==> src/rtl/irbf_pkg.sv <==
// ----------------------------------------------------------------------------
// irbf_pkg
// shared types, action codes and octet range compare for the blocklist filter
// ----------------------------------------------------------------------------
package irbf_pkg;

    localparam int OCTETS   = 4;
    localparam int OCTET_W  = 8;
    localparam int ADDR_W   = OCTETS * OCTET_W;
    localparam int ACTION_W = 2;

    localparam logic [ACTION_W-1:0] ACT_CLEAR  = 2'd0;
    localparam logic [ACTION_W-1:0] ACT_INSERT = 2'd1;
    localparam logic [ACTION_W-1:0] ACT_CHECK  = 2'd2;
    localparam logic [ACTION_W-1:0] ACT_NONE   = 2'd3;

    typedef struct packed {
        logic [ACTION_W-1:0] action;
        logic [ADDR_W-1:0]   addr_low;
        logic [ADDR_W-1:0]   addr_high;
    } t_in_item;

    typedef struct packed {
        logic allowed;
        logic status;
    } t_out_item;

    typedef struct packed {
        logic load;
        logic scan;
        logic finish;
    } t_cmd;

    typedef struct packed {
        logic scan_done;
    } t_sts;

    function automatic logic octets_match(
        input logic [ADDR_W-1:0] lo,
        input logic [ADDR_W-1:0] hi,
        input logic [ADDR_W-1:0] addr
    );
        logic ok;
        ok = 1'b1;
        for (int k = 0; k < OCTETS; k++) begin
            if (addr[k*OCTET_W +: OCTET_W] < lo[k*OCTET_W +: OCTET_W] ||
                addr[k*OCTET_W +: OCTET_W] > hi[k*OCTET_W +: OCTET_W]) begin
                ok = 1'b0;
            end
        end
        return ok;
    endfunction

endpackage

==> src/rtl/irbf_ctrl.sv <==
// ----------------------------------------------------------------------------
// irbf_ctrl
// sequencer: accepts a command beat, runs the table sweep for insert and check, then finishes
// ----------------------------------------------------------------------------
module irbf_ctrl (
    input  logic                               i_clk,
    input  logic                               i_rst_n,
    input  logic                               start,
    input  logic [irbf_pkg::ACTION_W-1:0]      i_action,
    input  irbf_pkg::t_sts                     i_sts,
    output logic                               busy,
    output irbf_pkg::t_cmd                     o_cmd
);

    localparam logic [1:0] ST_IDLE   = 2'd0;
    localparam logic [1:0] ST_SCAN   = 2'd1;
    localparam logic [1:0] ST_FINISH = 2'd2;

    logic [1:0] r_state;
    logic [1:0] n_state;
    logic       accept;

    assign accept = start && (r_state == ST_IDLE);
    assign busy   = (r_state != ST_IDLE);

    always_comb begin
        n_state      = r_state;
        o_cmd.load   = 1'b0;
        o_cmd.scan   = 1'b0;
        o_cmd.finish = 1'b0;
        unique case (r_state)
            ST_IDLE: begin
                if (accept) begin
                    o_cmd.load = 1'b1;
                    if (i_action == irbf_pkg::ACT_INSERT ||
                        i_action == irbf_pkg::ACT_CHECK) begin
                        n_state = ST_SCAN;
                    end else begin
                        n_state = ST_FINISH;
                    end
                end
            end
            ST_SCAN: begin
                o_cmd.scan = 1'b1;
                if (i_sts.scan_done) begin
                    n_state = ST_FINISH;
                end
            end
            ST_FINISH: begin
                o_cmd.finish = 1'b1;
                n_state      = ST_IDLE;
            end
            default: begin
                n_state = ST_IDLE;
            end
        endcase
    end

    always_ff @(posedge i_clk) begin
        if (!i_rst_n) begin
            r_state <= ST_IDLE;
        end else begin
            r_state <= n_state;
        end
    end

    a_finish_after_work: assert property (@(posedge i_clk) disable iff (!i_rst_n)
        (r_state == ST_FINISH) |-> ($past(r_state) == ST_SCAN || $past(accept)))
        else $error("finish entered without a command or sweep");

    a_idle_after_finish: assert property (@(posedge i_clk) disable iff (!i_rst_n)
        (r_state == ST_FINISH) |=> (r_state == ST_IDLE))
        else $error("finish did not return to idle");

    a_scan_leaves_on_done: assert property (@(posedge i_clk) disable iff (!i_rst_n)
        (r_state == ST_SCAN && i_sts.scan_done) |=> (r_state == ST_FINISH))
        else $error("sweep completion missed");

endmodule

==> src/rtl/irbf_datapath.sv <==
// ----------------------------------------------------------------------------
// irbf_datapath
// entry table, sweep pointer, single comparator and result register
// ----------------------------------------------------------------------------
module irbf_datapath #(
    parameter int TABLE_DEPTH = 16
) (
    input  logic                  i_clk,
    input  logic                  i_rst_n,
    input  irbf_pkg::t_in_item    i_item,
    input  irbf_pkg::t_cmd        i_cmd,
    output irbf_pkg::t_sts        o_sts,
    output logic                  o_done,
    output irbf_pkg::t_out_item   o_result
);

    localparam int CNT_W = $clog2(TABLE_DEPTH + 1);
    localparam int IDX_W = (TABLE_DEPTH > 1) ? $clog2(TABLE_DEPTH) : 1;
    localparam int AW    = irbf_pkg::ADDR_W;

    logic [2*AW-1:0]              mem [TABLE_DEPTH];
    logic [2*AW-1:0]              r_rd_data;
    logic                         r_pend;
    logic [CNT_W-1:0]             r_idx;
    logic [CNT_W-1:0]             r_count;
    logic                         r_hit;
    logic [irbf_pkg::ACTION_W-1:0] r_action;
    logic [AW-1:0]                r_lo;
    logic [AW-1:0]                r_hi;
    logic                         r_done;
    irbf_pkg::t_out_item          r_result;

    logic [AW-1:0] rd_lo;
    logic [AW-1:0] rd_hi;
    logic          cmp_hit;
    logic          more;
    logic          issue;
    logic          full;
    logic          do_write;

    assign rd_lo = r_rd_data[2*AW-1:AW];
    assign rd_hi = r_rd_data[AW-1:0];

    always_comb begin
        if (r_action == irbf_pkg::ACT_INSERT) begin
            cmp_hit = (rd_lo == r_lo) && (rd_hi == r_hi);
        end else begin
            cmp_hit = irbf_pkg::octets_match(rd_lo, rd_hi, r_lo);
        end
    end

    assign more     = (r_idx < r_count) && !r_hit;
    assign issue    = i_cmd.scan && more && !(r_pend && cmp_hit);
    assign full     = (r_count == CNT_W'(TABLE_DEPTH));
    assign do_write = i_cmd.finish && (r_action == irbf_pkg::ACT_INSERT) && !r_hit && !full;

    assign o_sts.scan_done = !r_pend && !more;

    // table storage
    always_ff @(posedge i_clk) begin
        if (do_write) begin
            mem[r_count[IDX_W-1:0]] <= {r_lo, r_hi};
        end
        if (issue) begin
            r_rd_data <= mem[r_idx[IDX_W-1:0]];
        end
    end

    // captured command beat
    always_ff @(posedge i_clk) begin
        if (i_cmd.load) begin
            r_action <= i_item.action;
            r_lo     <= i_item.addr_low;
            r_hi     <= i_item.addr_high;
        end
    end

    always_ff @(posedge i_clk) begin
        if (!i_rst_n) begin
            r_pend  <= 1'b0;
            r_idx   <= '0;
            r_hit   <= 1'b0;
            r_count <= '0;
            r_done  <= 1'b0;
        end else begin
            r_done <= i_cmd.finish;
            if (i_cmd.load) begin
                r_pend <= 1'b0;
                r_idx  <= '0;
                r_hit  <= 1'b0;
            end else if (i_cmd.scan) begin
                r_pend <= issue;
                if (issue) begin
                    r_idx <= r_idx + CNT_W'(1);
                end
                if (r_pend && cmp_hit) begin
                    r_hit <= 1'b1;
                end
            end
            if (i_cmd.finish) begin
                if (r_action == irbf_pkg::ACT_CLEAR) begin
                    r_count <= '0;
                end else if (do_write) begin
                    r_count <= r_count + CNT_W'(1);
                end
            end
        end
    end

    always_ff @(posedge i_clk) begin
        if (i_cmd.finish) begin
            r_result.allowed <= !((r_action == irbf_pkg::ACT_CHECK) && r_hit);
            r_result.status  <= (r_action == irbf_pkg::ACT_INSERT) && !r_hit && full;
        end
    end

    assign o_done   = r_done;
    assign o_result = r_result;

    a_count_bound: assert property (@(posedge i_clk) disable iff (!i_rst_n)
        r_count <= CNT_W'(TABLE_DEPTH))
        else $error("entry count beyond table depth");

    a_pend_from_scan: assert property (@(posedge i_clk) disable iff (!i_rst_n)
        r_pend |-> $past(i_cmd.scan))
        else $error("read in flight outside a sweep");

    a_done_single: assert property (@(posedge i_clk) disable iff (!i_rst_n)
        r_done |=> !r_done)
        else $error("result strobe longer than one beat");

    a_count_on_finish: assert property (@(posedge i_clk) disable iff (!i_rst_n)
        !$stable(r_count) |-> $past(i_cmd.finish))
        else $error("entry count changed outside finish");

endmodule

==> src/rtl/ipv4_range_blocklist_filter_core.sv <==
// ----------------------------------------------------------------------------
// ipv4_range_blocklist_filter_core
// ipv4 range blocklist: clear, insert and check against up to TABLE_DEPTH entries
// clear or unused code skips the sweep; insert or check sweep the stored entries,
// stopping early on a hit
// throughput: next beat accepted in the cycle the result strobe is shown
// reset clears the entry count and control; table contents are left as is
// results are strobed for one cycle and cannot be stalled by the receiver
// ----------------------------------------------------------------------------
module ipv4_range_blocklist_filter_core #(
    parameter int TABLE_DEPTH = 16
) (
    input  logic                  i_clk,
    input  logic                  i_rst_n,
    input  logic                  start,
    input  irbf_pkg::t_in_item    i_item,
    output logic                  busy,
    output logic                  o_done,
    output irbf_pkg::t_out_item   o_result
);

    irbf_pkg::t_cmd cmd;
    irbf_pkg::t_sts sts;

    irbf_ctrl u_ctrl (
        .i_clk    (i_clk),
        .i_rst_n  (i_rst_n),
        .start    (start),
        .i_action (i_item.action),
        .i_sts    (sts),
        .busy     (busy),
        .o_cmd    (cmd)
    );

    irbf_datapath #(
        .TABLE_DEPTH (TABLE_DEPTH)
    ) u_datapath (
        .i_clk    (i_clk),
        .i_rst_n  (i_rst_n),
        .i_item   (i_item),
        .i_cmd    (cmd),
        .o_sts    (sts),
        .o_done   (o_done),
        .o_result (o_result)
    );

endmodule

==> config.mk <==
export PLATFORM = sky130hd
export DESIGN_NAME = ipv4_range_blocklist_filter_core
export DESIGN_NICKNAME = d
export VERILOG_FILES = /design/src/rtl/irbf_pkg.sv /design/src/rtl/irbf_ctrl.sv /design/src/rtl/irbf_datapath.sv /design/src/rtl/ipv4_range_blocklist_filter_core.sv
export SDC_FILE = /design/constraint.sdc
export NUM_CORES = 1
export LEC_CHECK = 0
export BUFFER_PORTS_ARGS = -buffer_cell sky130_fd_sc_hd__buf_2
export CAP_MARGIN = 20
export CORE_MARGIN = 2
export CORE_UTILIZATION = 45
export CTS_CLUSTER_DIAMETER = 120
export DETAILED_ROUTE_END_ITERATION = 6
export GPL_TIMING_DRIVEN = 0
export HOLD_SLACK_MARGIN = 0.03
export RECOVER_POWER = 50
export SLEW_MARGIN = 25
export SYNTH_ARGS = -nofsm -noshare
export SYNTH_HDL_FRONTEND = slang
export SYNTH_SLANG_ARGS = --single-unit
==> constraint.sdc <==
create_clock -name i_clk -period 8.95 [get_ports i_clk]
set_input_delay 0.895 -clock i_clk [delete_from_list [all_inputs] [get_ports i_clk]]
set_output_delay 0.895 -clock i_clk [all_outputs]
set_load 0.05 [all_outputs]
# Yosys cells after proc, flatten, opt, wreduce, memory -nomap -nowiden
# Memory sizes are Yosys's and may differ from the RTL's. A register that Yosys moved wholly into a read port is not among the register bits.
# Index checks and enable logic that the tools add are counted.
[op_classes]
addsub = 2
n_lt_le_gt_ge = 9
n_eq_ne = 11
muxes = 17
bitwise = 1
reduce_logical = 33
[op_table]
columns = ["op", "n"]
rows = [
  ["$eq 32x32->1", 2],
  ["$gt 8x8->1", 4],
  ["$lt 8x8->1", 4],
  ["$logic_and 1x1->1", 13],
  ["$mux 1", 11],
  ["$add 5x1->5 const B", 2],
  ["$mux 5", 2],
  ["$reduce_and 2->1", 4],
  ["$eq 2x1->1 const B", 3],
  ["$eq 2x2->1 const B", 3],
  ["$logic_not 1->1", 6],
  ["$mux 2", 3],
  ["$eq 5x5->1 const B", 1],
  ["$logic_or 1x1->1", 5],
  ["$lt 5x5->1", 1],
  ["$logic_not 2->1", 2],
  ["$pmux 2 s2", 1],
  ["$reduce_bool 2->1", 2],
  ["$ne 2x1->1 const B", 1],
  ["$ne 2x2->1 const B", 1],
  ["$reduce_or 2->1", 1],
  ["$not 1->1", 1],
]
[word_totals]
regBits = 83
ram_bits = 1024
in_bits = 69
output_inout_bits = 4
word_cells = 85
mem_count = 1
[memory_table]
columns = ["name", "depth", "word_bits", "read_ports", "rd_ports_with_merged_regs", "wr", "line", "source"]
rows = [
  ["u_datapath.mem", 16, 64, 1, 1, 1, "irbf_datapath.sv:21", "logic [2*AW-1:0] mem [TABLE_DEPTH];"],
]

# Depth between registers and ports, before layout
[logic_depth]
depth_word = 11
mapped_depth = 11
depth_no_buf = 11

# Cells and area by module
# From an unflattened synthesis, not the netlist that was laid out.
[hier_totals]
hier_cells = 1943
hier_area_um2 = 45208.4
[modules_own_cells]
columns = ["module", "instances", "cells_per_inst", "area_each_um2", "seq_area_each_um2"]
rows = [
  ["irbf_datapath", 1, 1929, 45082.0, 34973.5],
  ["irbf_ctrl", 1, 14, 126.4, 40.0],
]

# Worst setup path before layout
# OpenSTA, ideal clock, no wires.
[synth_path]
path_type = "reg-to-reg"
start = "register u_datapath.r_count[0]"
end = "memory u_datapath.mem[3][0] in the netlist's numbering (enable)"
setup_ns = 0.565
arrival_ns = 5.733
required_ns = 8.385
setup_slack_ns = 2.652
path_stages_with_launch = 8
path_buffers = 0
period_less_slack_ns = 6.298
path_cell_list = "dfxtp_1 > inv_1 > ha_1 > nand4_1 > nand2_1 > nor3_2 > nand2_1 > nor3_1"
[synth_between]
elab_chain_cells = 5
[synth_lines]
columns = ["element", "line", "source"]
rows = [
  ["from (decl)", "irbf_datapath.sv:25", "logic [CNT_W-1:0] r_count;"],
  ["from (signal assigned)", "irbf_datapath.sv:104", "r_count <= r_count + CNT_W'(1);"],
  ["$eq 5x5->1", "irbf_datapath.sv:54", "assign full = (r_count == CNT_W'(TABLE_DEPTH));"],
  ["$logic_not 1->1", "irbf_datapath.sv:55", "assign do_write = i_cmd.finish && (r_action == irbf_pkg::ACT_INSERT) && !r_hit && !full;"],
  ["$logic_and 1x1->1", "irbf_datapath.sv:55", ""],
  ["$mux 1", "irbf_datapath.sv:61", "if (do_write) begin"],
  ["$mux 1 (not written as such)", "irbf_datapath.sv:62", "mem[r_count[IDX_W-1:0]] <= {r_lo, r_hi};"],
  ["to (decl)", "irbf_datapath.sv:21", ""],
]
# Parallel ways exist; a longest one is shown, timed or not.

==> results.ini <==
[outcome]
status=finished, violations left
violations=max-capacitance violations, max-slew violations

[layout]
nets=2371
layout-drive-gt1-share_pct=29.94
area_delta_synth_final_pct=16.31
fin_area_um2=52470
final_util_pct=52.62
antenna_cells=0

[worst_hold_path]
hold_path_class=in2reg
worstHoldStart=i_item[60]
hold_depth=1
hold_path_end=u_datapath.r_lo[28]$_DFFE_PP_

[route]
first_iter_violations=2180
vias=20990
wire_per_inst_um=29.80
wl_met2_um=54520
highest_layer=met4
drc=0
ant_nets=0
firstDrtPassIters=5
routed_wl_um=108000
wl_met1_um=44150
met3_wirelength_um=6047
viasPerCell=5.789

[clock_tree]
cts_tree=yes
cts_setup_buffers=0
htreeDepth=3
clk_pin_slew_worst_paths_ns=0.06
clk_path_buf_depth=3
clockRootBuffer=clkbuf_16
cts_hold_buf=0
numCtsBuffers=116
post_cts_resized=0
cts.sink_count=1171
clk_latency_ns=0.69

[logic_synthesis]
syn-cell-area_um2=45110
synth_top_cell_by_area=edfxtp_1
synth-main-ff-cell=edfxtp_1
ys_warn_count=0
async_reset_ff_share_pct=0
synth_top_area_share_pct=76.94
yosys.cell_types.count=45
synth_edf_count=1156
yosysSeqAreaShare_pct=77.61
syn_avg_cell_area_um2=23.31
netlist_instances=1935
synth-seq-cells=1171
synth_nets=2077
synthTopCellsByArea=edfxtp_1 77%, mux4_2 16%, ha_1 2.0%

[die]
die_h_um=320.6
pin_count=73
fp.dieW_um=320.6
rows=116
core_area_um2=99710
fp.dieArea_um2=102800
start_util_pct=45.25

[critical_path]
start_kind=flop
arrival_ns=4.84
cp.required_ns=9.25
path_class=reg2reg
critPathMaxFanout=18
r2r-end=u_datapath.r_lo[13]$_DFFE_PP_
r2r_cells=5
r2r-start=u_ctrl.r_state[1]$_SDFFE_PN0P_
end_kind=flop
r2r_setup_slack_ns=4.41

[global_route]
grt_pass1_vias=22090
antenna_found_initial=1
gr-usage-all-layers_pct=21.42
grt_max_degree=67
overflow=0
grt_pass1_wl_um=156400

[power_and_ir_drop]
powerDensity_nw_per_um2=209.1
max-vdd-ir-drop_v=0.0001427
leakagePower_nw=16.54

[placed_design]
io_buffer_count=72
dpl.hpwl_um=73450
dp_slack_ns=4.887
placedInstanceArea_um2=48970
place_congestion=0.7926

[sta]
hold_slack_ns=0.3784
fin_ws_ns=4.407
rsz0062_at_grt=no
drv_slew=14
period_needed_ns=4.543
skew_ns=0.02806
worst_pin_slew_ns=1.619
tns_ns=0
max_freq_ghz=0.2201
setup-violations-final=0
finalCritPeriodShare_pct=50.76
slew_headroom_pct=-7.943
finalHoldViolCount=0

[run]
drv_cap=1

==> power breakdown <==
part	switching [W]	internal, W	total [W]
sequential	0.000115	0.00609	0.00621
clock	0.00203	0.00259	0.00462
combinational	0.0000891	0.0000587	0.000148
==> state kept, by name (all words and copies together) (netlist names) <==
| signal | flops |
|---|---|
| u_datapath.r_count | 5 |
| u_datapath.r_hi | 32 |
| u_datapath.r_lo | 32 |
| u_datapath.r_pend | 1 |
| u_datapath.mem | 1024 |
| u_datapath.o_done | 1 |
| u_datapath.r_hit | 1 |
| u_datapath.o_result | 2 |
| u_datapath.r_action | 2 |
| u_ctrl.r_state | 2 |
| u_datapath.r_rd_data | 64 |
| u_datapath.r_idx | 5 |
==> how the worst max path moves through the flow <==
stage | from | to | slack [ns] | depth (start not counted)
CTS | u_datapath.r_lo[24]$_DFFE_PP_ | u_datapath.r_idx[0]$_SDFFE_PP0P_ | 4.86 | 11
finish | u_ctrl.r_state[1]$_SDFFE_PN0P_ | u_datapath.r_lo[13]$_DFFE_PP_ | 4.41 | 5
detailed placement | u_datapath.r_lo[24]$_DFFE_PP_ | u_datapath.r_idx[1]$_SDFFE_PP0P_ | 4.89 | 11
floorplan | u_datapath.r_count[0]$_SDFFE_PN0P_ | u_datapath.mem[3][0]$_DFFE_PP_ | 2.65 | 7
global placement | u_datapath.r_count[0]$_SDFFE_PN0P_ | u_datapath.mem[3][42]$_DFFE_PP_ | -3.32 | 7
global route | u_ctrl.r_state[0]$_SDFFE_PN0P_ | u_datapath.r_lo[8]$_DFFE_PP_ | 4.23 | 5
==> per-layer routing <==
layer	up-vias	global-route usage [%]
met1	11300	29.01
met2	716	36.25
met4	0	6.437
met5	-	0
met3	188	3.107
li1	8788	-
==> logic make-up after synthesis <==
group,count (synthesis),share of synthesized area [%]
fa+ha+maj,73,2.025
simple gates,123,1.450
mux,322,16.02
xor+xnor,37,0.7183
compound gates,65,0.8986
flops,1171,77.61
buf+inv,144,1.279
==> layout by cell type (no fill, tap or decap), types with 13 or more instances in the layout <==
cell type  netlist  final
edfxtp_1      1156   1156
a21oi_1         31     31
buf_4            0     46
ha_1            73     73
nor2_1          25     13
xor2_1          33     33
buf_16           0     35
buf_12           0     16
clkinv_1         0     38
clkbuf_16        0    117
nand4_1         17     17
mux4_2         320    320
nand2_1         24     24
inv_1           69     69
buf_2           27     91
dfxtp_1         15     15
clkinv_2         0     22
clkbuf_1        40     71
==> worst max-delay path: stages (launching register included) <==
cell and delay (ns):
dfxtp_1 0.33, or2_2 0.32, nor2_1 0.59, clkbuf_1 0.94, clkbuf_1 1.24, clkbuf_1 0.69
==> cell type report <==
class                      instances  area [um^2]
tap                             1298         1624
buffer                            74        324.1
multi-input combinational        620         9635
clock buffer                     137         3003
clock inverter                    80        580.6
inverter                          70        267.8
sequential                      1171        35010
timing repair buffer             176         2023
fill                            7565        47240
==> Yosys cell counts, types with 10 or more instances <==
cell type and number:
nand2_1 24, xor2_1 33, nand4_1 17, clkbuf_1 40
nor2_1 25, nor2b_1 10, ha_1 73, a21oi_1 31
mux4_2 320, dfxtp_1 15, edfxtp_1 1156, buf_2 27
inv_1 69
==> stage by stage <==
| step | cells | total power (W) |
|---|---|---|
| floorplan | 1935 | 0.006350 |
| global placement | 3305 | 0.006458 |
| global route | 3626 | 0.01128 |
| detailed placement | 3409 | 0.006477 |
| CTS | 3626 | 0.01107 |
| finish | 3626 | 0.01097 |
Note: power is estimated with default switching activity, not from simulation.
